## src/hw/rtl/hpid_pkg.sv

```systemverilog
// shared types, constants and register codes of the heading pid turn controller
package hpid_pkg;

  localparam int HDG_W  = 16;
  localparam int TGT_W  = 9;
  localparam int GAIN_W = 18;
  localparam int ERR_W  = 17;
  localparam int CHG_W  = 18;
  localparam int SUM_W  = 40;
  localparam int RAW_W  = 60;
  localparam int DRV_W  = 8;
  localparam int IDX_W  = 3;
  localparam int CFG_W  = 18;

  localparam logic [HDG_W-1:0] FULL_TURN  = 16'd36000;
  localparam logic [HDG_W-1:0] HALF_TURN  = 16'd18000;
  localparam logic [HDG_W-1:0] NEAR_LIMIT = 16'd800;
  localparam logic [HDG_W-1:0] DONE_LIMIT = 16'd50;
  localparam logic [TGT_W-1:0] DEG_TURN   = 9'd360;
  localparam logic [6:0]       DEG_SCALE  = 7'd100;

  localparam logic signed [SUM_W:0] SUM_MAX = 41'sd549755813887;

  // drive = |raw| / (100 * 2^16): shift by 16, then divide by 100 via reciprocal
  localparam int               RAW_SHIFT   = 16;
  localparam logic [13:0]      QUOT_LIMIT  = 14'd10000;
  localparam logic [12:0]      RECIP_100   = 13'd5243;
  localparam int               RECIP_SHIFT = 19;
  localparam logic [6:0]       DRIVE_MAX   = 7'd100;

  typedef enum logic [IDX_W-1:0] {
    REG_TARGET_ANGLE,
    REG_RED_SIDE,
    REG_GAIN_P,
    REG_GAIN_I,
    REG_GAIN_D,
    REG_GAIN_P_NEAR
  } reg_idx_t;

  typedef struct packed {
    logic [TGT_W-1:0]  target_angle;
    logic              red_side;
    logic [GAIN_W-1:0] gain_p;
    logic [GAIN_W-1:0] gain_i;
    logic [GAIN_W-1:0] gain_d;
    logic [GAIN_W-1:0] gain_p_near;
  } cfg_t;

  typedef struct packed {
    logic [HDG_W-1:0] h;
    logic [HDG_W-1:0] t;
    logic             start;
  } norm_t;

  typedef struct packed {
    logic signed [ERR_W-1:0] e;
    logic signed [CHG_W-1:0] c;
    logic signed [SUM_W-1:0] sum;
    logic [GAIN_W-1:0]       kp;
    logic                    run;
    logic                    done;
    logic                    ccw;
  } core_t;

  typedef struct packed {
    logic signed [RAW_W-1:0] raw;
    logic                    run;
    logic                    done;
    logic                    ccw;
  } raw_t;

  typedef struct packed {
    logic signed [DRV_W-1:0] drive;
    logic                    ccw;
    logic                    done;
  } res_t;

endpackage

```

## src/hw/rtl/hpid_mac.sv

```systemverilog
// gain products in one stage, their sum in the next
module hpid_mac (
  input  logic            clk,
  input  logic            rst,
  input  hpid_pkg::cfg_t  cfg,
  input  logic            in_valid,
  output logic            in_ready,
  input  hpid_pkg::core_t in_data,
  output logic            out_valid,
  input  logic            out_ready,
  output hpid_pkg::raw_t  out_data
);
  import hpid_pkg::*;

  localparam int PE_W  = ERR_W + GAIN_W + 1;
  localparam int PC_W  = CHG_W + GAIN_W + 1;
  localparam int PLO_W = 2 * GAIN_W;
  localparam int HI_W  = SUM_W - GAIN_W;
  localparam int PHI_W = HI_W + GAIN_W + 1;

  logic                    vld_p;
  logic                    vld_r;
  logic                    ready_r;
  logic signed [PE_W-1:0]  pe;
  logic signed [PC_W-1:0]  pc;
  logic [PLO_W-1:0]        plo;
  logic signed [PHI_W-1:0] phi;
  logic                    run_p;
  logic                    done_p;
  logic                    ccw_p;
  logic signed [RAW_W-1:0] pe_x;
  logic signed [RAW_W-1:0] pc_x;
  logic signed [RAW_W-1:0] plo_x;
  logic signed [RAW_W-1:0] phi_x;
  raw_t                    data;

  // integrator term split into low 18-bit and high 22-bit parts of the sum
  always_comb begin
    pe_x  = RAW_W'(pe);
    pc_x  = RAW_W'(pc);
    plo_x = RAW_W'(plo);
    phi_x = RAW_W'(phi);
  end

  assign ready_r   = !vld_r || out_ready;
  assign in_ready  = !vld_p || ready_r;
  assign out_valid = vld_r;
  assign out_data  = data;

  always_ff @(posedge clk) begin
    if (rst) begin
      vld_p <= 1'b0;
      vld_r <= 1'b0;
    end else begin
      if (in_ready) begin
        vld_p <= in_valid;
      end
      if (ready_r) begin
        vld_r <= vld_p;
      end
    end
    if (in_valid && in_ready) begin
      pe     <= PE_W'(in_data.e) * PE_W'($signed({1'b0, in_data.kp}));
      pc     <= PC_W'(in_data.c) * PC_W'($signed({1'b0, cfg.gain_d}));
      plo    <= PLO_W'(in_data.sum[GAIN_W-1:0]) * PLO_W'(cfg.gain_i);
      phi    <= PHI_W'($signed(in_data.sum[SUM_W-1:GAIN_W]))
              * PHI_W'($signed({1'b0, cfg.gain_i}));
      run_p  <= in_data.run;
      done_p <= in_data.done;
      ccw_p  <= in_data.ccw;
    end
    if (vld_p && ready_r) begin
      data.raw  <= (phi_x <<< GAIN_W) + plo_x + pe_x + pc_x;
      data.run  <= run_p;
      data.done <= done_p;
      data.ccw  <= ccw_p;
    end
  end

endmodule

```

## config.mk

```make
export PLATFORM = sky130hd
export DESIGN_NAME = hpid_mac
export DESIGN_NICKNAME = d
export VERILOG_FILES = /design/src/hw/rtl/hpid_pkg.sv /design/src/hw/rtl/hpid_mac.sv
export SDC_FILE = /design/constraint.sdc
export NUM_CORES = 2
export LEC_CHECK = 0
export ABC_CLOCK_PERIOD_IN_PS = 7100
export BUFFER_PORTS_ARGS = -buffer_cell sky130_fd_sc_hd__buf_2
export CAP_MARGIN = 40
export CORE_UTILIZATION = 66
export DETAILED_ROUTE_END_ITERATION = 8
export PLACE_DENSITY_LB_ADDON = 0.2
export SLEW_MARGIN = 0
export SYNTH_ARGS = -nofsm -noshare
export SYNTH_HDL_FRONTEND = slang
export SYNTH_SLANG_ARGS = --single-unit
```

## constraint.sdc

```tcl
create_clock -name clk -period 7.1 [get_ports clk]
set_input_delay 0 -clock clk [delete_from_list [all_inputs] [get_ports clk]]
set_output_delay 0 -clock clk [all_outputs]
set_load 0.005 [all_outputs]
```

======== Yosys cells after proc, flatten, opt, wreduce, memory -nomap -nowiden ========
Cells that the tools add are included.
cells by class
  $add $sub $neg .......................... 3
  reduce and logical (&&, ||, !) cells .... 6
  $mul .................................... 4
operators by type and width
  kind               number
  $add 59x37->60     1
  $add 60x36->60     1
  $add 60x37->60     1
  $mul 22x19->41     1
  $mul 18x19->37     1
  $mul 17x19->36     1
  $mul 18x18->36     1
  $logic_and 1x1->1  2
  $logic_not 1->1    2
  $logic_or 1x1->1   2
word-level totals
  bits of input ports ..................... 182
  word-level logic and storage cells ...... 26
  output and inout port bits .............. 65
  flip-flop bits (word level) ............. 218

======== Logic depth before layout (Yosys ltp) ========
  depth after elaboration ................. 4
  mapped depth ............................ 25

======== Worst setup path after synthesis ========
No wires, ideal clock.
  path type ............................... input to register
  start ................................... input in_data[60] in the netlist's numbering
  end ..................................... register phi[40] (data pin)
  stages on the path ...................... 22
  path slack .............................. 0.821 ns
  setup time .............................. 0.260 ns
  data required time ...................... 6.840 ns
  arrival ................................. 6.019 ns
  cell sequence ........................... clkbuf_1 > clkbuf_1 > nand2_1 > fa_1 > fa_1 > fa_1 > inv_1 > fa_1 > fa_1 > inv_1 > fa_1 > inv_1 > ha_1 > nand2_1 > nor2_1 > and3_1 > a221oi_1 > a21oi_1 > or3_1 > a41o_1 > a21oi_1 > xnor2_1
on the way
  word-level cells in the longest chain between the ends .. 1
ends and longest elaborated chain
  element               line            source
  from (decl)           hpid_mac.sv:8   input hpid_pkg::core_t in_data,
  $mul 22x19->41        hpid_mac.sv:67  * PHI_W'($signed({1'b0, cfg.gain_i}));
  to (signal assigned)  hpid_mac.sv:66  phi <= PHI_W'($signed(in_data.sum[SUM_W-1:GAIN_W]))
  to (decl)             hpid_mac.sv:27  logic signed [PHI_W-1:0] phi;
No other way between the ends.
A chain may end at the register's enable or synchronous reset.

======== Final worst setup path ========
  start ................................... input cfg[39] in the netlist's numbering
  end ..................................... register phi[40] (data pin)
on the way
  word-level cells in the longest chain between the ends .. 1
ends and longest elaborated chain
  element         line            source
  from (decl)     hpid_mac.sv:5   input hpid_pkg::cfg_t cfg,
  $mul 22x19->41  hpid_mac.sv:67
No other way between the ends.

==> flow_results.org <==
** Status
- Run status :: finished, final reports clean

** Layout
- Share of cells above drive strength 1 :: 0.0524
- For this run, the number of standard cells in the final layout without fillers is 7284.
- Most common cell after layout, fill and taps aside :: sky130_fd_sc_hd__inv_1
- Counting the fill cells in the layout gives 6582.
- Final Net Count :: 8096
- Commonest cells after routing, fill and taps aside :: sky130_fd_sc_hd__inv_1, sky130_fd_sc_hd__fa_1, sky130_fd_sc_hd__nand2_1
- Area Growth Syn to Fin :: 5.07%

** STA
- Total negative slack for setup checks :: 0 ps
- Setup violations remaining at the end of the flow were counted as 0.
- Post-layout min period :: 6300 ps
- Worst-margin pin slew :: 919 ps
- Max Clk Rate :: 159 MHz
- Slew headroom :: 0.387
- Setup repair after global routing left no endpoint under its margin.
- Clock skew on the completed layout was measured at 40.7 ps.
- Period utilisation layout :: 0.887
- The number of failing hold endpoints at the final stage came to 0.
- Final Max Slew Viols :: 0
- Final hold slack :: 34.9 ps

** Clocking
- After clock tree synthesis, the clock-pin slew on the worst setup and hold paths is 60 ps.
- Total number of H-tree levels :: 1
- Counting every sink on the clock net gives 218.
- CTS tree :: built
- Counting along the longest clock path gives a buffer depth of 3.
- Total clock buffers created by CTS :: 25
- Clock tree synthesis selected as its root buffer the cell sky130_fd_sc_hd__clkbuf_16.
- At the later pin of the worst-skew pair, clock insertion delay measures 580 ps.

** Synth
- Cell count after synthesis :: 6062
- The area fraction in compound gates after synthesis was 0.0598.
- For this run, asynchronously set or reset flops after synthesis account for 0.
- The synthesized design contains 218 register bits.
- The synthesized netlist contains 72 unique library cells.
- Of the total synthesized cell area, the portion taken by XOR and XNOR cells is 0.0281.
- sky130_fd_sc_hd__fa_1 takes more of the synthesized area than any other cell.
- Main area contributors after synthesis :: sky130_fd_sc_hd__fa_1, sky130_fd_sc_hd__ha_1, sky130_fd_sc_hd__edfxtp_1
- Of the post-synthesis cell area, the part taken by muxes is 0.
- The Yosys step of the flow raised 0 warnings.
- Dominant synthesized flop cell :: sky130_fd_sc_hd__edfxtp_1
- The average instance in the mapped netlist occupies 9.58 sq um.
- The synthesized design contains 216 enable-type register cells.
- The synthesized netlist occupies a cell area of 58100 sq um.
- Fraction of the mapped netlist area in simple logic gates :: 0.146
- Adder-Cell Fraction of Synth Area :: 0.547
- Post-synth net total :: 8047
- Register area share after synthesis :: 0.112
- Of the post-synthesis cell area, the dominant cell type holds 0.423.
- By area, the combinational part of the netlist is dominated by adder cells.

** Critical path
- The setup path with the least slack is of type primary input to register.
- STA classifies the critical path startpoint as a primary input.
- Data on the critical path arrives at its endpoint at 6580 ps.
- Data on the critical path is required at its endpoint by 7390 ps.
- In this run the worst path has a maximum fanout of 40.
- STA classifies the critical path endpoint as a register.

** Global route
- Via count of the first global-routing pass :: 44905
- The initial antenna violation count is 2.
- Gr ovfl total :: 0
- Entering global routing, the biggest net connects 71 pins.
- Global-route total usage across every layer :: 0.326
- First-pass GRT wire length :: 230000 um

** Min path
- The min-delay analysis places its worst path in the category primary input to register.

** Routing
- For this run, the detailed router's first-pass iteration total came to 6.
- Sum of routed wire length over all layers :: 138000 um
- Average routed wire per standard cell :: 18.9 um
- DRT iter0 DRCs :: 2710
- Post-detailed-route DRC marker count :: 0
- Vias per std cell :: 5.63
- Detailed routing inserted a total of 41016 vias.
- The count of nets left with antenna violations once routing finished came out at 0.

** Floorplan
- FP Rows :: 108
- From left edge to right edge, the die measures 299 um.
- The core region is 86900 sq um.
- Initial core utilization :: 0.668
- Io pins :: 247
- Area of the die :: 89200 sq um
- The die is 299 um tall.

** Placed design
- After detailed placement, the design holds a cell count of 7229.
- Routability-driven placement finished with a final weighted congestion of 0.928.
- IO buf count :: 200
- HPWL after detailed placement :: 111000 um

** Job
- Max Cap Viol :: 0
## synth_stat cells (5+ instances only)
master	instances
sky130_fd_sc_hd__edfxtp_1	216
sky130_fd_sc_hd__o21ai_0	80
sky130_fd_sc_hd__buf_2	7
sky130_fd_sc_hd__ha_1	577
sky130_fd_sc_hd__xnor2_1	133
sky130_fd_sc_hd__a21oi_1	166
sky130_fd_sc_hd__fa_1	1226
sky130_fd_sc_hd__o211ai_1	8
sky130_fd_sc_hd__or3_1	9
sky130_fd_sc_hd__a21boi_0	5
sky130_fd_sc_hd__a221oi_1	5
sky130_fd_sc_hd__nand4_1	29
sky130_fd_sc_hd__a21o_1	100
sky130_fd_sc_hd__o31ai_1	12
sky130_fd_sc_hd__a211oi_1	7
sky130_fd_sc_hd__nand2_1	723
sky130_fd_sc_hd__o21bai_1	36
sky130_fd_sc_hd__nor2_1	98
sky130_fd_sc_hd__o21a_1	23
sky130_fd_sc_hd__nand3_1	40
sky130_fd_sc_hd__xor2_1	53
sky130_fd_sc_hd__and3_1	15
sky130_fd_sc_hd__nor2b_1	20
sky130_fd_sc_hd__inv_1	1417
sky130_fd_sc_hd__nor4_1	7
sky130_fd_sc_hd__nand2b_1	32
sky130_fd_sc_hd__or2_2	5
sky130_fd_sc_hd__a31oi_1	11
sky130_fd_sc_hd__nor3_1	19
sky130_fd_sc_hd__clkbuf_1	225
sky130_fd_sc_hd__and2_1	683
## critical path: stages
cell and delay [ps]:
sky130_fd_sc_hd__buf_2 650, sky130_fd_sc_hd__nand2_1 160, sky130_fd_sc_hd__fa_1 610, sky130_fd_sc_hd__fa_1 470, sky130_fd_sc_hd__fa_1 720, sky130_fd_sc_hd__inv_1 270
sky130_fd_sc_hd__fa_1 510, sky130_fd_sc_hd__fa_1 540, sky130_fd_sc_hd__inv_1 50, sky130_fd_sc_hd__fa_1 470, sky130_fd_sc_hd__inv_1 40, sky130_fd_sc_hd__ha_1 350
sky130_fd_sc_hd__nand2_1 100, sky130_fd_sc_hd__nor2_1 70, sky130_fd_sc_hd__and3_1 210, sky130_fd_sc_hd__a221oi_1 300, sky130_fd_sc_hd__a21oi_1 150, sky130_fd_sc_hd__or3_1 410
sky130_fd_sc_hd__a41o_1 230, sky130_fd_sc_hd__a21oi_1 170, sky130_fd_sc_hd__xnor2_1 70
## repair_timing
| item | CTS | global route |
|---|---|---|
| setup endpoints to repair | 0 | 0 |
| resized for setup | 0 | 0 |
| hold buffers | 10 | 0 |
| hold endpoints to repair | 7 | 0 |
| setup buffers | 0 | 0 |
## path summary, 6_finish.rpt
check | startpoint | end | slack (ps) | cells past startpoint
max | cfg[39] | phi[40]$_DFFE_PP_ | 800 | 21
min | in_data[79] | pe[0]$_DFFE_PP_ | 30 | 2
max reg2reg | pc[2]$_DFFE_PP_ | out_data[55]$_DFFE_PP_ | 2360 | 14
min reg2reg | done_p$_DFFE_PP_ | out_data[1]$_DFFE_PP_ | 420 | 0
## metrics by stage
step	setup WS, ps	cell area, sq um	util
floorplan	821	58100	-
global route	423	61000	0.702
global placement	307	60000	0.691
CTS	837	61000	0.702
finish	803	61000	0.702
detailed placement	270	60000	0.691
## state kept, by name, indices dropped and copies added (netlist names)
signal	cells
done_p	1
out_valid	1
phi	41
pc	37
out_data	63
pe	36
ccw_p	1
plo	36
run_p	1
vld_p	1
## cell type report
type | count | area (sq um) | share of cell area
Multi-Input combinational cell | 4195 | 45300 | 0.743
Timing Repair Buffer | 254 | 1490 | 0.0245
Clock buffer | 30 | 644 | 0.0106
Antenna cell | 1 | 2.50 | 0.0000410
Inverter | 1417 | 5320 | 0.0872
Sequential cell | 218 | 6530 | 0.107
Tap cell | 1155 | 1450 | 0.0237
Clock inverter | 14 | 225 | 0.00369
## layer usage
metal	GRT usage	share of wire	vias up	routed length (um)
met5	0	0.000073	-	10
met4	0.102	0.033	2	4560
met3	0.0452	0.075	303	10400
met2	0.560	0.49	1532	67600
met1	0.431	0.40	20846	55200
li1	-	-	18333	-
## kinds of logic after synthesis
group | count (synthesis)
DFF | 218
and+or+nand+nor | 1691
buffers and inverters | 1649
AOI/OAI and AO/OA | 515
adders and majority gates | 1803
xor gates and xnor gates | 186
Power is not shown: default switching activity piles up to over one toggle a cycle in this logic, so the estimate is an artifact.
