$ cat src/hw/rtl/hpid_pkg.sv
// shared types, constants and register codes of the heading pid turn controller
package hpid_pkg;

  localparam int HDG_W  = 16;
  localparam int TGT_W  = 9;
  localparam int GAIN_W = 18;
  localparam int ERR_W  = 17;
  localparam int CHG_W  = 18;
  localparam int SUM_W  = 40;
  localparam int RAW_W  = 60;
  localparam int DRV_W  = 8;
  localparam int IDX_W  = 3;
  localparam int CFG_W  = 18;

  localparam logic [HDG_W-1:0] FULL_TURN  = 16'd36000;
  localparam logic [HDG_W-1:0] HALF_TURN  = 16'd18000;
  localparam logic [HDG_W-1:0] NEAR_LIMIT = 16'd800;
  localparam logic [HDG_W-1:0] DONE_LIMIT = 16'd50;
  localparam logic [TGT_W-1:0] DEG_TURN   = 9'd360;
  localparam logic [6:0]       DEG_SCALE  = 7'd100;

  localparam logic signed [SUM_W:0] SUM_MAX = 41'sd549755813887;

  // drive = |raw| / (100 * 2^16): shift by 16, then divide by 100 via reciprocal
  localparam int               RAW_SHIFT   = 16;
  localparam logic [13:0]      QUOT_LIMIT  = 14'd10000;
  localparam logic [12:0]      RECIP_100   = 13'd5243;
  localparam int               RECIP_SHIFT = 19;
  localparam logic [6:0]       DRIVE_MAX   = 7'd100;

  typedef enum logic [IDX_W-1:0] {
    REG_TARGET_ANGLE,
    REG_RED_SIDE,
    REG_GAIN_P,
    REG_GAIN_I,
    REG_GAIN_D,
    REG_GAIN_P_NEAR
  } reg_idx_t;

  typedef struct packed {
    logic [TGT_W-1:0]  target_angle;
    logic              red_side;
    logic [GAIN_W-1:0] gain_p;
    logic [GAIN_W-1:0] gain_i;
    logic [GAIN_W-1:0] gain_d;
    logic [GAIN_W-1:0] gain_p_near;
  } cfg_t;

  typedef struct packed {
    logic [HDG_W-1:0] h;
    logic [HDG_W-1:0] t;
    logic             start;
  } norm_t;

  typedef struct packed {
    logic signed [ERR_W-1:0] e;
    logic signed [CHG_W-1:0] c;
    logic signed [SUM_W-1:0] sum;
    logic [GAIN_W-1:0]       kp;
    logic                    run;
    logic                    done;
    logic                    ccw;
  } core_t;

  typedef struct packed {
    logic signed [RAW_W-1:0] raw;
    logic                    run;
    logic                    done;
    logic                    ccw;
  } raw_t;

  typedef struct packed {
    logic signed [DRV_W-1:0] drive;
    logic                    ccw;
    logic                    done;
  } res_t;

endpackage

$ cat src/hw/rtl/hpid_front.sv
// input stage: heading range reduction, side mirror and target scaling
module hpid_front (
  input  logic                     clk,
  input  logic                     rst,
  input  hpid_pkg::cfg_t           cfg,
  input  logic                     in_valid,
  output logic                     in_ready,
  input  logic [hpid_pkg::HDG_W-1:0] in_heading,
  input  logic                     in_start,
  output logic                     out_valid,
  input  logic                     out_ready,
  output hpid_pkg::norm_t          out_data
);
  import hpid_pkg::*;

  logic             vld;
  norm_t            data;
  logic [HDG_W-1:0] h_mod;
  logic [HDG_W-1:0] h_mir;
  logic [TGT_W-1:0] tgt_mod;
  logic [HDG_W-1:0] t_hund;

  always_comb begin
    h_mod = (in_heading >= FULL_TURN) ? in_heading - FULL_TURN : in_heading;
    if (cfg.red_side) begin
      h_mir = (h_mod < HALF_TURN) ? h_mod + HALF_TURN : h_mod - HALF_TURN;
    end else begin
      h_mir = h_mod;
    end
    tgt_mod = (cfg.target_angle >= DEG_TURN) ? cfg.target_angle - DEG_TURN
                                             : cfg.target_angle;
    t_hund  = HDG_W'(tgt_mod) * HDG_W'(DEG_SCALE);
  end

  assign in_ready  = !vld || out_ready;
  assign out_valid = vld;
  assign out_data  = data;

  always_ff @(posedge clk) begin
    if (rst) begin
      vld <= 1'b0;
    end else if (in_ready) begin
      vld <= in_valid;
    end
    if (in_valid && in_ready) begin
      data.h     <= h_mir;
      data.t     <= t_hund;
      data.start <= in_start;
    end
  end

endmodule

$ cat config.mk
export PLATFORM = sky130hd
export DESIGN_NAME = hpid_front
export DESIGN_NICKNAME = d
export VERILOG_FILES = /design/src/hw/rtl/hpid_pkg.sv /design/src/hw/rtl/hpid_front.sv
export SDC_FILE = /design/constraint.sdc
export NUM_CORES = 1
export LEC_CHECK = 0
export BUFFER_PORTS_ARGS = -buffer_cell sky130_fd_sc_hd__buf_2
export CAP_MARGIN = 10
export CORE_ASPECT_RATIO = 1.1
export CORE_MARGIN = 4
export CORE_UTILIZATION = 25
export CTS_BUF_LIST = sky130_fd_sc_hd__clkbuf_16
export DETAILED_ROUTE_END_ITERATION = 8
export SLEW_MARGIN = 15
export SYNTH_ARGS = -nofsm -noshare
export SYNTH_HDL_FRONTEND = slang
export SYNTH_SLANG_ARGS = --single-unit
$ cat constraint.sdc
create_clock -name clk -period 5.2 [get_ports clk]
set_input_delay 1.04 -clock clk [delete_from_list [all_inputs] [get_ports clk]]
set_output_delay 1.04 -clock clk [all_outputs]
set_load 0.02 [all_outputs]
### Word-level counts from Yosys, hierarchy flattened

Cells that the tools add are included.

* magnitude comparators: 3
* multiply operators: 1
* $add $sub $neg: 4
* mux-type cells: 4
* reductions and logical operators: 3

Operators by type and width (count)
* $mux 16: 3
* $add 16x15->16 const B: 1
* $ge 16x16->1 const B: 1
* $lt 16x15->1 const B: 1
* $sub 16x15->16 const B: 1
* $sub 16x16->16 const B: 1
* $mul 9x5->14 const B: 1
* $ge 9x9->1 const B: 1
* $mux 9: 1
* $sub 9x9->9 const B: 1
* $logic_and 1x1->1: 1
* $logic_not 1->1: 1
* $logic_or 1x1->1: 1

* register bits after elaboration: 32
* output and inout bits: 35
* input port bits: 103

### Longest topological paths before layout

Gate-level depths: netlist of run 1.

* depth in word-level cells: 5
* gate-level depth with buffers: 20
* mapped depth without buffers: 20

### Worst setup path after synthesis of run 1

Ideal clock, no wire load.

* kind: input port to flip-flop
* from: input port cfg[73] in the netlist's numbering
* to: register data, in the netlist out_data[15], data pin
* arrival time: 4439 ps
* stages on the path: 20
* slack: 503 ps
* path through: inv_1 ha_1 nand4_1 a21oi_1 o21ai_0 xnor2_1 ha_1 ha_1 inv_1 fa_1 inv_1 ha_1 nor2b_1 o21ai_0 a21boi_0 o21ai_0 nand2b_1 a21o_1 a21oi_1 xnor2_1

* longest elaborated chain between the ends: 3
* elaborated cells between the ends (all ways): 4
* classes of those cells: 1 x add/sub; 1 x mul; 1 x order compare; 1 x mux

Ends and longest elaborated chain
* start, declared: RTL line hpid_front.sv:5 `input hpid_pkg::cfg_t cfg,`
* $sub 9x9->9 or $ge 9x9->1 (tied branches): RTL line hpid_front.sv:30 `tgt_mod = (cfg.target_angle >= DEG_TURN) ? cfg.target_angle - DEG_TURN`
* $mux 9 (*): RTL line hpid_front.sv:30
* $mul 9x5->14 (*): RTL line hpid_front.sv:32 `t_hund = HDG_W'(tgt_mod) * HDG_W'(DEG_SCALE);`
* via t_hund[14]: RTL line hpid_front.sv:21 `logic [HDG_W-1:0] t_hund;`
* end, declared: RTL line hpid_front.sv:17 `norm_t data;`

Mark *: on every way through the listed nets, which the timed path passes. The rest lies on a longest branch.
A chain may end at the register's enable or synchronous reset.

### Final worst setup path of run 1

Same ends and word-level chain as after synthesis.

==> results of run 1 <==
## cell type report
cell class / instances / area share
multi-input combinational: 229 / 0.5069
sequential: 32 / 0.2621
timing repair buffer: 71 / 0.1034
tap: 150 / 0.05172
inverter: 37 / 0.03828
clock buffer: 5 / 0.03448
clock inverter: 3 / 0.003103
## worst max-delay path, stage by stage
cell and delay (ns):
buf_2 0.12, inv_1 0.05, ha_1 0.18, nand4_1 0.13
a21oi_1 0.09, o21ai_1 0.30, xnor2_1 0.20, ha_1 0.28
ha_1 0.28, inv_1 0.05, fa_1 0.49, inv_1 0.05
ha_1 0.31, nor2b_1 0.14, o21ai_0 0.21, a21boi_0 0.15
o21ai_0 0.18, nand2b_1 0.09, a21o_1 0.18, a21oi_1 0.18
xnor2_1 0.08
## flip-flops by register name, indices dropped and copies added, names as in the netlist
name,cells
out_valid,1
out_data,31
## cell usage after synthesis (5+ instances only)
cell type and instances:
a211oi_1 6, a21oi_1 11, edfxtp_1 31, ha_1 37, inv_1 37, mux2i_1 5
nand2_1 13, nand3_1 8, nor2_1 19, o21a_1 5, o21ai_0 12, xnor2_1 15
xor2_1 6
## how the worst max path moves through the flow
| stage | start | end | slack, ns | cells after the start |
|---|---|---|---|---|
| floorplan | cfg[73] | out_data[15]$_DFFE_PP_ | 0.50 | 20 |
| global placement | cfg[73] | out_data[15]$_DFFE_PP_ | 0.05 | 21 |
| detailed placement | cfg[73] | out_data[15]$_DFFE_PP_ | 0.006 | 21 |
| CTS | cfg[73] | out_data[15]$_DFFE_PP_ | 0.26 | 21 |
| global route | cfg[73] | out_data[15]$_DFFE_PP_ | 0.13 | 21 |
| finish | cfg[73] | out_data[15]$_DFFE_PP_ | 0.43 | 21 |
## metal layers
metal	track usage	vias up	part of all wire
met1	0.1189	1164	0.45
met3	0.01860	7	0.058
met5	0	-	0
met4	0.02479	0	0.011
li1	-	1260	-
met2	0.1726	65	0.48
## logic make-up after synthesis
kind of cell / Yosys count / share of synthesized area
XOR/XNOR: 21 / 0.06120
AO/OA/AOI/OAI: 82 / 0.2107
buffers and inverters: 48 / 0.07285
adder cells (fa/ha/maj): 41 / 0.1807
other: 1 / 0.001248
flip-flops: 32 / 0.3164
multiplexers: 5 / 0.01665
AND/OR/NAND/NOR: 78 / 0.1403
## power groups by stage
stage	registers (uW)	clock network, uW	logic, uW
finish	359	268	454
global route	364	288	509
CTS	360	278	462
detailed placement	365	0	459
global placement	363	0	450
floorplan	419	0	273
## metrics by stage
stage / instance area (um2) / instances
after global placement: 3492 / 519
after floorplan: 3009 / 309
after CTS: 3628 / 527
after detailed placement: 3492 / 519
final: 3628 / 527
after global routing: 3628 / 527
==> results.yml, run 1 <==
run_status:
  result_of_the_run: "finished, final reports clean"
critical_path:
  worstPathArrival_ns: 4.79
  critPathLaunchType: "primary input"
  timing.reg2reg.worst_path_depth: 3
  critical_path.endpoint_type: "flop"
  rr_startpoint: "out_valid$_SDFFE_PP0N_"
  type_of_the_worst_setup_path: "primary input to flop"
  critical_path_required_time_ns: 5.22
  crit-reg2reg-capture: "out_data[31]$_DFFE_PP_"
  setup.reg_to_reg.worst_slack_ns: 3.94
  timing.critical_path.fanout_max: 5
placement:
  preCtsSetupSlack_ns: 0.005908
  finalWeightedCongestion: 0.8719
  dp.final_hpwl_um: 5475
  port-buffer-count: 63
global_routing:
  grt_first_pass_wirelength_um: 11100
  global_route.usage.total: 0.09637
  antenna_violations_before_repair: 0
  first_global_vias: 2435
  total_congestion_overflow: 0
  maximum_number_of_pins_on_one_net_before_global_route_repair: 32
synth:
  post_synth_inst_count: 308
  avg_inst_size_synth_um2: 9.758
  synth.largest_area_cell: "edfxtp_1"
  yosys_warning_count: 0
  synth-seq-area-share: 0.3164
  synth_top_cell_area_share: 0.3097
  synth_area_um2: 3005
  synth_top_flop_cell: "edfxtp_1"
  register_bit_count_reported_by_yosys: 32
  async_reset_ff_frac: 0
  synth-edff-count: 31
  synth_cell_types: 65
  synth_area_leaders: "edfxtp_1 (31%), ha_1 (15%), inv_1 (4.6%), xnor2_1 (4.4%), fa_1 (2.7%)"
pwr:
  irDropWorstVdd_mv: 0.1693
  p_per_area_nw_per_um2: 298.1
  power.switching_fraction: 0.3471
  net-switching-power_uw: 375.4
  power.internal_uw: 706.1
  seqPwrFrac: 0.332
  report.power.total_uw: 1082
  comb_power_frac: 0.420
  clock_power_share: 0.248
  p_leak_uw: 0.001639
clock_network:
  cts_tree: "built"
  cts_post_setup_buffers_inserted: 0
  root_buffer: "clkbuf_16"
  tritoncts_num_sinks: 32
  clkLatencyLatePin_ns: 0.27
  cts.clk_slew.worst_paths_ns: 0.05
  ctsHtreeMaxLevel: 2
  maximum_buffer_depth_of_the_clock_tree: 2
  cts_buffers: 5
  ctsResizeCount: 0
  cts.hold.buffers_added: 0
min_path:
  min-delay-path-class: "flop to flop"
  whs_endpoint: "out_valid$_SDFFE_PP0N_"
  hold-path-cell-count: 2
  min_from: "out_valid$_SDFFE_PP0N_"
route:
  vias: 2496
  remaining_design_rule_violation_count: 0
  postRouteAntennaNets: 0
  dr.first_iter.drc_count: 146
  postRouteWirelength_um: 6815
  avgRoutedWirePerCell_um: 12.93
  drt_first_pass_iters: 4
  avgViaCountPerCell: 4.736
timing:
  grt_setup_unrepaired: "false"
  post-route-worst-setup-slack_ns: 0.4341
  fin_setup_tns_ns: 0
  report.final.hold_viol_count: 0
  worst_slew_pin_slew_ns: 0.8504
  report.final.slew_viol_count: 0
  hold_slack_ns: 0.5198
  period_share: 0.9165
  period_needed_ns: 4.766
  clock_skew_ns: 0.003966
  max_freq_mhz: 209.8
  report.final.setup_viol: 0
  timing.slew.headroom: 0.4290
final_layout:
  multi_input_area_um2: 1839
  fillers: 1220
  layout.cells.most_common_list: "buf_2 (63), inv_1 (39), ha_1 (37)"
  area.growth.synth_to_final_pct: 20.73
  postLayoutCoreUtil: 0.3130
  nets: 520
  layout_commonest_cell: "buf_2"
  seq_cell_area_um2: 950.9
  fraction_of_final_layout_cells_sized_beyond_drive_strength_1: 0.2493
  diodes: 0
die:
  floorplan.die.height_um: 123.0
  floorplan.rows: 41
  floorplan.core_area_um2: 11590
  initial_core_util: 0.2592
  design.die.area_um2: 13840
  pin_count: 138
  die_width_um: 112.5
flow_run:
  drv_cap: 0
Note: power is estimated with default switching activity, not from simulation.
==> run 2: changes to the inputs <==
Settings changed: CELL_PAD_IN_SITES_DETAIL_PLACEMENT set to 0, CELL_PAD_IN_SITES_GLOBAL_PLACEMENT set to 1, PLACE_DENSITY_LB_ADDON set to 0.1.
==> results.yml, run 2 (synthesized netlist as in run 1, its figures left out) <==
global_routing:
  maximum_number_of_pins_on_one_net_before_global_route_repair: 32
  total_congestion_overflow: 0
  antenna_violations_before_repair: 0
  grt_first_pass_wirelength_um: 11740
  global_route.usage.total: 0.1054
  first_global_vias: 2313
clock_network:
  tritoncts_num_sinks: 32
  cts.hold.buffers_added: 0
  maximum_buffer_depth_of_the_clock_tree: 2
  clkLatencyLatePin_ns: 0.28
  cts_tree: "built"
  cts_post_setup_buffers_inserted: 0
  cts.clk_slew.worst_paths_ns: 0.05
  ctsResizeCount: 0
  ctsHtreeMaxLevel: 2
  cts_buffers: 5
  root_buffer: "clkbuf_16"
critical_path:
  type_of_the_worst_setup_path: "primary input to flop"
  critical_path_required_time_ns: 5.23
  critPathLaunchType: "primary input"
  worstPathArrival_ns: 4.79
  crit-reg2reg-capture: "out_data[3]$_DFFE_PP_"
  timing.critical_path.fanout_max: 5
  setup.reg_to_reg.worst_slack_ns: 3.75
  rr_startpoint: "out_valid$_SDFFE_PP0N_"
  timing.reg2reg.worst_path_depth: 2
  critical_path.endpoint_type: "flop"
placement:
  place_inst: 526
  dp.final_hpwl_um: 5801
  finalWeightedCongestion: 0.7325
  port-buffer-count: 63
flow_run:
  drv_cap: 0
final_layout:
  layout_commonest_cell: "buf_2"
  fraction_of_final_layout_cells_sized_beyond_drive_strength_1: 0.2734
  postLayoutCoreUtil: 0.3183
  nets: 527
  fin_cells: 534
  largest_register_ffs: 31
  layout.cells.most_common_list: "buf_2 (63), inv_1 (37), ha_1 (37)"
  diodes: 0
  area.growth.synth_to_final_pct: 22.77
route:
  dr.first_iter.drc_count: 96
  postRouteWirelength_um: 7286
  remaining_design_rule_violation_count: 0
  avgRoutedWirePerCell_um: 13.64
  drt_first_pass_iters: 4
  avgViaCountPerCell: 4.669
  postRouteAntennaNets: 0
  vias: 2493
timing:
  clock_skew_ns: 0.004542
  worst_slew_pin_slew_ns: 0.8384
  period_share: 0.9160
  report.final.setup_viol: 0
  max_freq_mhz: 209.9
  grt_setup_unrepaired: "false"
  period_needed_ns: 4.763
  report.final.slew_viol_count: 0
  report.final.hold_viol_count: 0
  timing.slew.headroom: 0.4370
min_path:
  whs_endpoint: "out_valid$_SDFFE_PP0N_"
  min-delay-path-class: "flop to flop"
  min_from: "out_valid$_SDFFE_PP0N_"
  hold-path-cell-count: 2
die:
  floorplan.die.height_um: 123.0
  die_width_um: 112.5
  floorplan.core_area_um2: 11590
  design.die.area_um2: 13840
  pin_count: 138
  floorplan.rows: 41
  initial_core_util: 0.2592
pwr:
  irDropWorstVdd_mv: 0.1219
  p_per_area_nw_per_um2: 304.5
  p_leak_uw: 0.001673
run_status:
  result_of_the_run: "finished, final reports clean"
[run 2: critical path, stage by stage]
cell      delay (ns)
buf_2           0.09
inv_1           0.04
ha_1            0.20
nand4_1         0.14
a21oi_1         0.08
o21ai_1         0.30
xnor2_1         0.19
ha_1            0.27
ha_1            0.27
inv_1           0.05
fa_1            0.51
inv_1           0.04
ha_1            0.31
nor2b_1         0.14
o21ai_0         0.23
a21boi_0        0.17
o21ai_0         0.17
nand2b_1        0.10
a21o_1          0.19
a21oi_1         0.17
xnor2_1         0.08
[run 2: area by class of cell]
cell class,instances,area (um2)
Timing Repair Buffer,78,427.9
Sequential cell,32,950.9
Inverter,37,138.9
Tap cell,150,187.7
Clock inverter,3,18.77
Clock buffer,5,125.1
Multi-Input combinational cell,229,1841
Fill cell,1269,7904
[run 2: how the worst max path moves through the flow]
stage,from,endpoint,slack [ns],cells past startpoint
2_1_floorplan,cfg[73],out_data[15]$_DFFE_PP_,0.50,20
3_3_place_gp,cfg[73],out_data[15]$_DFFE_PP_,-0.04,21
3_5_place_dp,cfg[73],out_data[15]$_DFFE_PP_,0.006,21
4_1_cts,cfg[73],out_data[15]$_DFFE_PP_,0.27,21
5_1_grt,cfg[74],out_data[15]$_DFFE_PP_,0.09,21
6_report,cfg[73],out_data[15]$_DFFE_PP_,0.44,21
[run 2: per-stage QoR]
| stage | TNS [ns] | cell area, um2 | hold WS (ns) | setup WS (ns) | power (uW) |
|---|---|---|---|---|---|
| after global routing | 0 | 3690 | 0.5417 | 0.09471 | 1216 |
| after floorplan | 0 | 3009 | 0.7290 | 0.5031 | 691.3 |
| after CTS | 0 | 3690 | 0.5026 | 0.2691 | 1151 |
| after global placement | -0.03506 | 3546 | 0.4896 | -0.03506 | 844.3 |
| after detailed placement | 0 | 3546 | 0.4945 | 0.006010 | 847.5 |
| final | 0 | 3690 | 0.5027 | 0.4366 | 1124 |
[run 2: power by group]
group,switching (uW),total [uW],internal [uW]
registers,12.3,360,348
clock network,113,289,176
logic,273,474,201
total,399,1120,725
[run 2: layer usage]
metal	up-vias	track usage	part of all wire
li1	1279	-	-
met1	1160	0.1512	0.50
met2	46	0.1630	0.44
met3	8	0.01273	0.040
met4	0	0.03832	0.016
met5	-	0	0
