==> config.mk <==
export PLATFORM = sky130hd
export DESIGN_NAME = hpid_scale
export DESIGN_NICKNAME = d
export VERILOG_FILES = /design/src/hw/rtl/hpid_pkg.sv /design/src/hw/rtl/hpid_scale.sv
export SDC_FILE = /design/constraint.sdc
export NUM_CORES = 1
export LEC_CHECK = 0
export BUFFER_PORTS_ARGS = -buffer_cell sky130_fd_sc_hd__buf_2
export CAP_MARGIN = 20
export CORE_MARGIN = 5
export CORE_UTILIZATION = 40
export CTS_CLUSTER_SIZE = 10
export DETAILED_ROUTE_END_ITERATION = 12
export SLEW_MARGIN = 10
export SYNTH_ARGS = -nofsm -noshare
export SYNTH_HDL_FRONTEND = slang
export SYNTH_SLANG_ARGS = --single-unit
==> constraint.sdc <==
create_clock -name clk -period 10.2 [get_ports clk]
set_input_delay 0.51 -clock clk [delete_from_list [all_inputs] [get_ports clk]]
set_output_delay 0.51 -clock clk [all_outputs]
set_load 0.03 [all_outputs]
==> src/hw/rtl/hpid_pkg.sv <==
// shared types, constants and register codes of the heading pid turn controller
package hpid_pkg;

  localparam int HDG_W  = 16;
  localparam int TGT_W  = 9;
  localparam int GAIN_W = 18;
  localparam int ERR_W  = 17;
  localparam int CHG_W  = 18;
  localparam int SUM_W  = 40;
  localparam int RAW_W  = 60;
  localparam int DRV_W  = 8;
  localparam int IDX_W  = 3;
  localparam int CFG_W  = 18;

  localparam logic [HDG_W-1:0] FULL_TURN  = 16'd36000;
  localparam logic [HDG_W-1:0] HALF_TURN  = 16'd18000;
  localparam logic [HDG_W-1:0] NEAR_LIMIT = 16'd800;
  localparam logic [HDG_W-1:0] DONE_LIMIT = 16'd50;
  localparam logic [TGT_W-1:0] DEG_TURN   = 9'd360;
  localparam logic [6:0]       DEG_SCALE  = 7'd100;

  localparam logic signed [SUM_W:0] SUM_MAX = 41'sd549755813887;

  // drive = |raw| / (100 * 2^16): shift by 16, then divide by 100 via reciprocal
  localparam int               RAW_SHIFT   = 16;
  localparam logic [13:0]      QUOT_LIMIT  = 14'd10000;
  localparam logic [12:0]      RECIP_100   = 13'd5243;
  localparam int               RECIP_SHIFT = 19;
  localparam logic [6:0]       DRIVE_MAX   = 7'd100;

  typedef enum logic [IDX_W-1:0] {
    REG_TARGET_ANGLE,
    REG_RED_SIDE,
    REG_GAIN_P,
    REG_GAIN_I,
    REG_GAIN_D,
    REG_GAIN_P_NEAR
  } reg_idx_t;

  typedef struct packed {
    logic [TGT_W-1:0]  target_angle;
    logic              red_side;
    logic [GAIN_W-1:0] gain_p;
    logic [GAIN_W-1:0] gain_i;
    logic [GAIN_W-1:0] gain_d;
    logic [GAIN_W-1:0] gain_p_near;
  } cfg_t;

  typedef struct packed {
    logic [HDG_W-1:0] h;
    logic [HDG_W-1:0] t;
    logic             start;
  } norm_t;

  typedef struct packed {
    logic signed [ERR_W-1:0] e;
    logic signed [CHG_W-1:0] c;
    logic signed [SUM_W-1:0] sum;
    logic [GAIN_W-1:0]       kp;
    logic                    run;
    logic                    done;
    logic                    ccw;
  } core_t;

  typedef struct packed {
    logic signed [RAW_W-1:0] raw;
    logic                    run;
    logic                    done;
    logic                    ccw;
  } raw_t;

  typedef struct packed {
    logic signed [DRV_W-1:0] drive;
    logic                    ccw;
    logic                    done;
  } res_t;

endpackage

==> src/hw/rtl/hpid_scale.sv <==
// raw sum to percent: truncating divide by 100*2^16, saturation, result register
module hpid_scale (
  input  logic           clk,
  input  logic           rst,
  input  logic           in_valid,
  output logic           in_ready,
  input  hpid_pkg::raw_t in_data,
  output logic           out_valid,
  input  logic           out_ready,
  output hpid_pkg::res_t out_data
);
  import hpid_pkg::*;

  localparam int Q_W    = RAW_W - RAW_SHIFT;
  localparam int X_W    = 14;
  localparam int PROD_W = X_W + 13;

  logic               vld_m;
  logic               vld_o;
  logic               ready_o;
  logic [RAW_W-1:0]   magn;
  logic [Q_W-1:0]     q16;
  logic               neg;
  logic               big;
  logic [X_W-1:0]     x;
  logic               run_m;
  logic               done_m;
  logic               ccw_m;
  logic [PROD_W-1:0]  prod;
  logic [6:0]         quot;
  logic [6:0]         mag7;
  logic signed [DRV_W-1:0] dmag;
  logic signed [DRV_W-1:0] drive_next;
  res_t               data;

  always_comb begin
    magn = in_data.raw[RAW_W-1] ? RAW_W'(-in_data.raw) : RAW_W'(in_data.raw);
    q16  = magn[RAW_W-1:RAW_SHIFT];
  end

  // exact floor(x/100) for x below 10000
  always_comb begin
    prod       = PROD_W'(x) * PROD_W'(RECIP_100);
    quot       = prod[RECIP_SHIFT+6:RECIP_SHIFT];
    mag7       = big ? DRIVE_MAX : quot;
    dmag       = $signed({1'b0, mag7});
    drive_next = run_m ? (neg ? -dmag : dmag) : '0;
  end

  assign ready_o   = !vld_o || out_ready;
  assign in_ready  = !vld_m || ready_o;
  assign out_valid = vld_o;
  assign out_data  = data;

  always_ff @(posedge clk) begin
    if (rst) begin
      vld_m <= 1'b0;
      vld_o <= 1'b0;
    end else begin
      if (in_ready) begin
        vld_m <= in_valid;
      end
      if (ready_o) begin
        vld_o <= vld_m;
      end
    end
    if (in_valid && in_ready) begin
      neg    <= in_data.raw[RAW_W-1];
      big    <= q16 >= Q_W'(QUOT_LIMIT);
      x      <= q16[X_W-1:0];
      run_m  <= in_data.run;
      done_m <= in_data.done;
      ccw_m  <= in_data.ccw;
    end
    if (vld_m && ready_o) begin
      data.drive <= drive_next;
      data.ccw   <= ccw_m;
      data.done  <= done_m;
    end
  end

endmodule

==> After elaboration in Yosys (flattened, before gate mapping) <==
Index checks and enable logic that the tools add are counted.
{ "word_totals": {"register_bits": 31, "input_bits": 67, "output_inout_bits": 12, "wordCells": 26} }
{ "classes": {"n_addsub": 2, "multipliers": 1, "order_cmp": 1, "mux": 3, "n_reduce_logical": 7} }
{ "op_table": {"columns": ["operator", "n"], "rows": [
  ["$mux 60", 1],
  ["$neg 60->60", 1],
  ["$ge 44x14->1 const B", 1],
  ["$mul 14x13->26 const B", 1],
  ["$mux 7", 2],
  ["$neg 7->8", 1],
  ["$logic_and 1x1->1", 2],
  ["$logic_not 1->1", 2],
  ["$logic_or 1x1->1", 2],
  ["$reduce_and 2->1", 1]
]} }

==> Logic depth before layout (Yosys ltp) <==
Gate-level depths: netlist (run 1).
{ "depth": {"word_depth": 4, "depth_mapped": 23, "mapped_depth_nobuf": 23} }

==> Worst setup path before layout (run 1) <==
Ideal clock, no wire load.
{ "synth_timing": {"path_type": "register -> register", "startpoint": "register x[8]", "endpoint": "register data (netlist bit out_data[9]) (data pin)", "setup_time_ps": 261, "arrival_time_ps": 5288, "t_required_ps": 9939, "slack_ps": 4651, "stages_incl_launch_ff": 17, "n_path_buf": 0, "period_less_slack_ps": 5549, "path_cell_list": "edfxtp_1 ha_1 fa_1 fa_1 inv_1 fa_1 fa_1 inv_1 ha_1 and4_1 nor3b_1 a221oi_1 nand2_1 xor2_1 nor2b_1 or4_1 o311a_1"} }
{ "synth_via": {"elab_chain_len": 3} }
{ "synth_rtl": {"columns": ["element", "line", "source"], "rows": [
  ["start, declared", "hpid_scale.sv:25", "logic [X_W-1:0] x;"],
  ["start signal, assigned", "hpid_scale.sv:70", "x <= q16[X_W-1:0];"],
  ["$mul 14x13->26", "hpid_scale.sv:43", "prod = PROD_W'(x) * PROD_W'(RECIP_100);"],
  ["$mux 7", "hpid_scale.sv:45", "mag7 = big ? DRIVE_MAX : quot;"],
  ["$neg 7->8", "hpid_scale.sv:47", "drive_next = run_m ? (neg ? -dmag : dmag) : '0;"],
  ["end, declared", "hpid_scale.sv:34", "res_t data;"]
]} }
Every way passes these cells.
A chain may end at the register's enable or synchronous reset.

==> Worst setup path in the final report (run 1) <==
{ "layout_timing": {"startpoint": "register x[11]", "endpoint": "register data (netlist bit out_data[9]) (data pin)"} }
The elaborated chain is that of the path after synthesis.

==> qor.txt, run 1 <==
status: completed
dpl hpwl: 11270 µm
ys async rst share: 0
synth unique cells: 56
Die Area: 16380 µm²
CP Cell Sequence: fa_1 -> ha_1 -> inv_1 -> fa_1 -> inv_1 -> fa_1 -> inv_1 -> fa_1 -> inv_1 -> ha_1 -> nand4_1 -> nor3b_1 -> a221oi_1 -> a31oi_1 -> mux2i_1 -> nor2_1 -> or4_1 -> o311a_1
Final Hold Vio Count: 0
Clk Tree Root Cell: clkbuf_16
CTS H-Tree Depth: 2
Post-Syn Instances: 607
CP startpoint: x[11]
CTS tree: built
multi-input logic area: 4109 µm²
post-CTS setup buffers: 0
clk buf depth: 2
clock skew: 2.011 ps
worst skew pair latency: 280 ps
PwrDens: 218.5 nW/µm²
sequential area share after synthesis: 0.1636
die width: 128.0 µm
clock transition at the registers of the reported paths: 50 ps
Post-Syn Nets: 831
final setup margin: 4260 ps
Synth Cell Area: 5567 µm²
Worst IR Drop VDD: 0.0001121 V
largest net degree at the start of global routing: 36
DR vias: 4433
yosys warns: 0
Core Box Area: 13770 µm²
area post-placement: 6131 µm²
FF-to-FF path depth: 18
Post-Layout Inst Area: 6305 µm²
Buf/Inv on CP: 4
Site Rows: 43
IO Pins: 79
clock sinks: 31
CTS-repair resized insts: 0
initial antenna violation count: 0
diode count: 0
Total Power: 1378 µW
reg2reg start: x[11]
Port Buffers: 78
fmax: 168.3 MHz
vias in the first global route: 4775
Mapped Avg Cell Area: 9.171 µm²
final setup violation count: 0
CTS Buf Count: 5
Post-synth EDFFs: 29
hold crit path type: input pin to register
Critical Path RT: 10230 ps
Final #Nets: 905
Top delay family on crit path: adder cells
FF/Latch Area: 910.9 µm²
total negative setup slack: 0 ps
period utilization: 0.5824
DR iter-0 viols: 254
Starting Density: 0.4042
leakage: 0.003039 µW
Chip Height: 128.0 µm
Rel. slew slack: 0.4280
Worst Path Arrival: 5970 ps
min Tclk post-route: 5940 ps
final core occ: 0.4578
first-pass GRT wire length: 22830 µm
Avg WL per Cell: 15.13 µm
area delta synth->final: 13.26%
Critical R2R Capture: out_data[9]
slew at the pin with the worst max-slew slack: 856.3 ps
Slowest cell on crit path: edfxtp_1
Critical path destination: out_data[9]
routed vias/inst: 5.143
Tot GR Track Use: 0.1702
Worst path depth: 18
CP startpoint kind: register
Synth Register Bits: 31
RePlAce Congestion: 0.9737
Main synth FF type: edfxtp_1
Antenna Nets Post-Route: 0
RSZ-0062 raised after global routing: no
max_cap viols: 0
pins over their slew limit: 0
layout cells sized above 1: 0.1334
DP Worst Slack: 4299 ps
DRT Pass-1 Iters: 4
Hold Buf Count CTS: 0
critical path endpoint category: register
overall routed net length: 13040 µm
aggregate global routing overflow: 0
flop2flop setup slack: 4260 ps
# DRC: 0
max incr delay on CP: 580 ps
worst-path fanout max: 7
fillers: 1363
Worst Setup Path Type: register to register
## how the worst min path moves through the flow
stage	slack [ps]	cells after the start	to	from
6_report	410	2	out_valid	rst
4_1_cts	400	2	out_valid	rst
2_1_floorplan	400	0	out_data[0]	done_m
5_1_grt	400	1	done_m	in_data[1]
3_5_place_dp	410	0	out_data[0]	done_m
3_3_place_gp	410	0	out_data[1]	ccw_m
## through the flow
step / hold slack, ps / std cells
6_report: 407.8 / 862
3_3_place_gp: 414.2 / 854
2_1_floorplan: 400.3 / 607
4_1_cts: 402.5 / 862
3_5_place_dp: 410.8 / 854
5_1_grt: 403.9 / 862
## layout by cell type, fill, tap and decap left out, types with 2 or more instances in the layout
cell,instances
a211oi_1,3
a21oi_1,19
a221oi_1,2
a31oi_1,4
a32o_1,2
a32oi_1,2
and2_1,7
and3_1,6
and4_1,2
buf_2,78
clkbuf_16,5
dfxtp_1,2
edfxtp_1,29
fa_1,62
ha_1,95
inv_1,132
mux2i_1,5
nand2_1,31
nand2b_1,6
nand3_1,9
nand4_1,7
nor2_1,40
nor2b_1,5
nor3_1,21
nor4_1,12
nor4_2,2
o21ai_0,17
o221ai_1,3
o22ai_1,2
o311a_1,2
o31ai_1,7
o32a_1,2
o41ai_1,3
or3_1,6
or4_1,3
xnor2_1,24
xor2_1,4
## kinds of logic (layout without fill, tap and decap cells)
group / after synthesis / after routing / synth area share
adder cells (fa/ha/maj): 157 / 157 / 0.4365
XOR/XNOR: 28 / 28 / 0.04405
AO/OA/AOI/OAI: 79 / 79 / 0.09643
buffers and inverters: 143 / 218 / 0.09823
AND/OR/NAND/NOR: 163 / 163 / 0.1501
flip-flops: 31 / 31 / 0.1636
multiplexers: 6 / 6 / 0.01101
## power breakdown
| group | switching, µW | internal [µW] |
|---|---|---|
| clock | 54.9 | 121 |
| combinational | 600 | 434 |
| sequential | 13.4 | 154 |
## metal layers
metal,global-route usage,part of all wire,vias up
met1,0.2284,0.45,2070
met3,0.02750,0.050,18
met4,0.04307,0.020,0
li1,-,-,2213
met5,0,0,-
met2,0.2874,0.48,132
## synthesized netlist by cell type (2+ instances only)
library cell | n | area share
a211oi_1 | 3 | 0.0040
a21oi_1 | 19 | 0.017
a221oi_1 | 2 | 0.0031
a31oi_1 | 4 | 0.0045
a32o_1 | 2 | 0.0036
a32oi_1 | 2 | 0.0031
and2_1 | 7 | 0.0079
and3_1 | 6 | 0.0067
and4_1 | 2 | 0.0031
buf_2 | 2 | 0.0018
clkbuf_1 | 8 | 0.0054
dfxtp_1 | 2 | 0.0072
edfxtp_1 | 29 | 0.16
fa_1 | 62 | 0.22
ha_1 | 95 | 0.21
inv_1 | 132 | 0.089
mux2i_1 | 5 | 0.0090
nand2_1 | 31 | 0.021
nand2b_1 | 6 | 0.0067
nand3_1 | 9 | 0.0081
nand4_1 | 7 | 0.0079
nor2_1 | 40 | 0.027
nor2b_1 | 5 | 0.0056
nor3_1 | 21 | 0.019
nor4_1 | 12 | 0.013
nor4_2 | 2 | 0.0045
o21ai_0 | 17 | 0.015
o221ai_1 | 3 | 0.0047
o22ai_1 | 2 | 0.0022
o311a_1 | 2 | 0.0036
o31ai_1 | 7 | 0.0094
o32a_1 | 2 | 0.0036
o41ai_1 | 3 | 0.0047
or3_1 | 6 | 0.0067
or4_1 | 3 | 0.0040
xnor2_1 | 24 | 0.038
xor2_1 | 4 | 0.0063
## state kept, by name (all words and copies together) (netlist names)
| signal | flops |
|---|---|
| vld_m | 1 |
| done_m | 1 |
| out_data | 10 |
| x | 14 |
| neg | 1 |
| run_m | 1 |
| ccw_m | 1 |
| out_valid | 1 |
| big | 1 |
## final cells by class
class | instances | share of cell area
clock buffer | 6 | 0.02203
clock inverter | 2 | 0.005557
inverter | 132 | 0.07859
multi-input combinational | 433 | 0.6517
sequential | 31 | 0.1445
tap | 180 | 0.03572
timing repair buffer | 78 | 0.06192
(Power assumes the default switching activity.)
==> run 2: changes to the inputs <==
==> constraint.sdc (replaced) <==
create_clock -name clk -period 5.4 [get_ports clk]
set_input_delay 0.27 -clock clk [delete_from_list [all_inputs] [get_ports clk]]
set_output_delay 0.27 -clock clk [all_outputs]
set_load 0.03 [all_outputs]
==> qor.txt, run 2 (synthesized netlist as in run 1, its figures left out) <==
Final Hold Vio Count: 0 (unchanged)
Port Buffers: 78 (unchanged)
max incr delay on CP: 540 ps (was 580 ps)
min Tclk post-route: 5687 ps (was 5940 ps)
DR iter-0 viols: 219 (was 254)
Post-Place Cells: 904 (was 854)
die width: 128.0 µm (unchanged)
Critical R2R Capture: out_data[9] (unchanged)
Critical Path RT: 5420 ps (was 10230 ps)
area delta synth->final: 22.75% (was 13.26%)
largest net degree at the start of global routing: 36 (unchanged)
failing checks: setup timing
Avg WL per Cell: 15.61 µm (was 15.13 µm)
FF-to-FF path depth: 18 (unchanged)
Starting Density: 0.4042 (unchanged)
Slowest cell on crit path: fa_1 (was edfxtp_1)
vias in the first global route: 5112 (was 4775)
Core Box Area: 13770 µm² (unchanged)
Worst Hold Launch: in_data[1] (was rst)
CP Cell Sequence: buf_4 -> ha_1 -> fa_1 -> fa_1 -> inv_1 -> fa_1 -> fa_1 -> inv_1 -> ha_1 -> and4_1 -> nor3b_2 -> a221oi_2 -> buf_4 -> a31oi_4 -> mux2i_2 -> nor2_1 -> or4_4 -> o311a_1 (was fa_1 -> ha_1 -> inv_1 -> fa_1 -> inv_1 -> fa_1 -> inv_1 -> fa_1 -> inv_1 -> ha_1 -> nand4_1 -> nor3b_1 -> a221oi_1 -> a31oi_1 -> mux2i_1 -> nor2_1 -> or4_1 -> o311a_1)
status: finished, violations left (was completed)
Tot GR Track Use: 0.1807 (was 0.1702)
Chip Height: 128.0 µm (unchanged)
first-pass GRT wire length: 24170 µm (was 22830 µm)
Layout Cells excl Fill: 921 (was 862)
Final #Nets: 964 (was 905)
Top cell by count, worst path: fa_1
DR vias: 4761 (was 4433)
Clk Tree Root Cell: clkbuf_16 (unchanged)
worst hold slack: 171.6 ps (was 407.8 ps)
flop2flop setup slack: -290 ps (was 4260 ps)
# DRC: 0 (unchanged)
initial antenna violation count: 0 (unchanged)
PwrDens: 447.1 nW/µm² (was 218.5 nW/µm²)
worst-path fanout max: 5 (was 7)
pins over their slew limit: 0 (unchanged)
Worst IR Drop VDD: 0.0002763 V (was 0.0001121 V)
Die Area: 16380 µm² (unchanged)
Biggest register: x (unchanged)
slew at the pin with the worst max-slew slack: 898.1 ps (was 856.3 ps)
IO Pins: 79 (unchanged)
aggregate global routing overflow: 0 (unchanged)
CTS Buf Count: 5 (unchanged)
clock sinks: 31 (unchanged)
clock transition at the registers of the reported paths: 60 ps (was 50 ps)
CP startpoint kind: register (unchanged)
fillers: 1287 (was 1363)
final setup margin: -287.5 ps (was 4260 ps)
Rel. slew slack: 0.4000 (was 0.4280)
critical path endpoint category: register (unchanged)
fmax: 175.8 MHz (was 168.3 MHz)
FF/Latch Area: 910.9 µm² (unchanged)
Worst Path Arrival: 5710 ps (was 5970 ps)
RePlAce Congestion: 0.9692 (was 0.9737)
hold path cells: 1 (was 2)
final setup violation count: 6 (was 0)
routed vias/inst: 5.169 (was 5.143)
max_cap viols: 0 (unchanged)
Antenna Nets Post-Route: 0 (unchanged)
Min-Delay Endpoint: done_m (was out_valid)
Worst Setup Path Type: register to register (unchanged)
dpl hpwl: 12240 µm (was 11270 µm)
period utilization: 1.053 (was 0.5824)
clk buf depth: 2 (unchanged)
total negative setup slack: -999.1 ps (was 0 ps)
commonest cells after routing, fill and taps aside: inv_1, ha_1, buf_2 (unchanged)
Site Rows: 43 (unchanged)
CTS tree: built (unchanged)
final core occ: 0.4961 (was 0.4578)
most common cell after layout, fill and taps aside: inv_1 (unchanged)
worst skew pair latency: 280 ps (about the same)
RSZ-0062 raised after global routing: yes (was no)
CTS H-Tree Depth: 2 (unchanged)
reg2reg start: x[10] (was x[11])
DRT Pass-1 Iters: 6 (was 4)
multi-input logic area: 4227 µm² (was 4109 µm²)
diode count: 0 (unchanged)
overall routed net length: 14370 µm (was 13040 µm)
leakage: 0.003316 µW (was 0.003039 µW)
clock skew: 6.398 ps (was 2.011 ps)
layout cells sized above 1: 0.2281 (was 0.1334)
hold crit path type: input pin to register (unchanged)
Largest register FFs: 14 (unchanged)
-- run 2: timing repair --
action,in CTS,in global routing
buffers inserted,5,4
endpoints found under the setup margin,7,7
gates resized for setup,15,10
pin swaps,11,8
hold buffers,0,0
-- run 2: cell type report --
class,count,area share
Sequential cell,31,0.1333
Tap cell,180,0.03296
Clock inverter,1,0.0007325
Multi-Input combinational cell,433,0.6186
Timing Repair Buffer,137,0.1225
Clock buffer,7,0.01941
Inverter,132,0.07251
-- run 2: through the flow --
step	power (µW)	setup slack [ps]	area, µm²
6_report	3055	-287.5	6833
4_1_cts	2974	-170.7	6782
3_5_place_dp	2507	-339.9	6524
3_3_place_gp	2402	-117.7	6524
5_1_grt	3461	-518.1	6833
2_1_floorplan	1825	-7.540	5584
-- run 2: worst max path at each step --
| stage | start | endpoint | slack (ps) | cells past startpoint |
|---|---|---|---|---|
| global placement | x[10] | out_data[9] | -120 | 19 |
| CTS | x[11] | out_data[9] | -170 | 19 |
| detailed placement | x[10] | out_data[7] | -340 | 20 |
| global route | x[11] | out_data[7] | -520 | 21 |
| finish | x[10] | out_data[9] | -290 | 18 |
| floorplan | x[10] | out_data[9] | -8 | 16 |
-- run 2: critical path: cells and delay by family, from the launching register on --
family	cells	cell delay, ps
mux	1	220
fa+ha+maj	6	2640
simple gates	4	880
flops	1	500
buf+inv	4	480
compound gates	3	690
-- run 2: power by group --
part | switching, µW | internal [µW] | total (µW)
Clock | 104 | 170 | 274
Sequential | 20.2 | 290 | 311
Combinational | 1360 | 1110 | 2470
Total | 1480 | 1570 | 3060
-- run 2: per-layer routing --
layer  vias up  routed length, µm  track usage  part of all wire
met3        22                426      0.01292             0.030
met5         -                  0            0                 0
li1       2327                  -            -                 -
met1      2290               6373       0.2391              0.44
met2       122               7251       0.3210              0.50
met4         0                321      0.04557             0.022
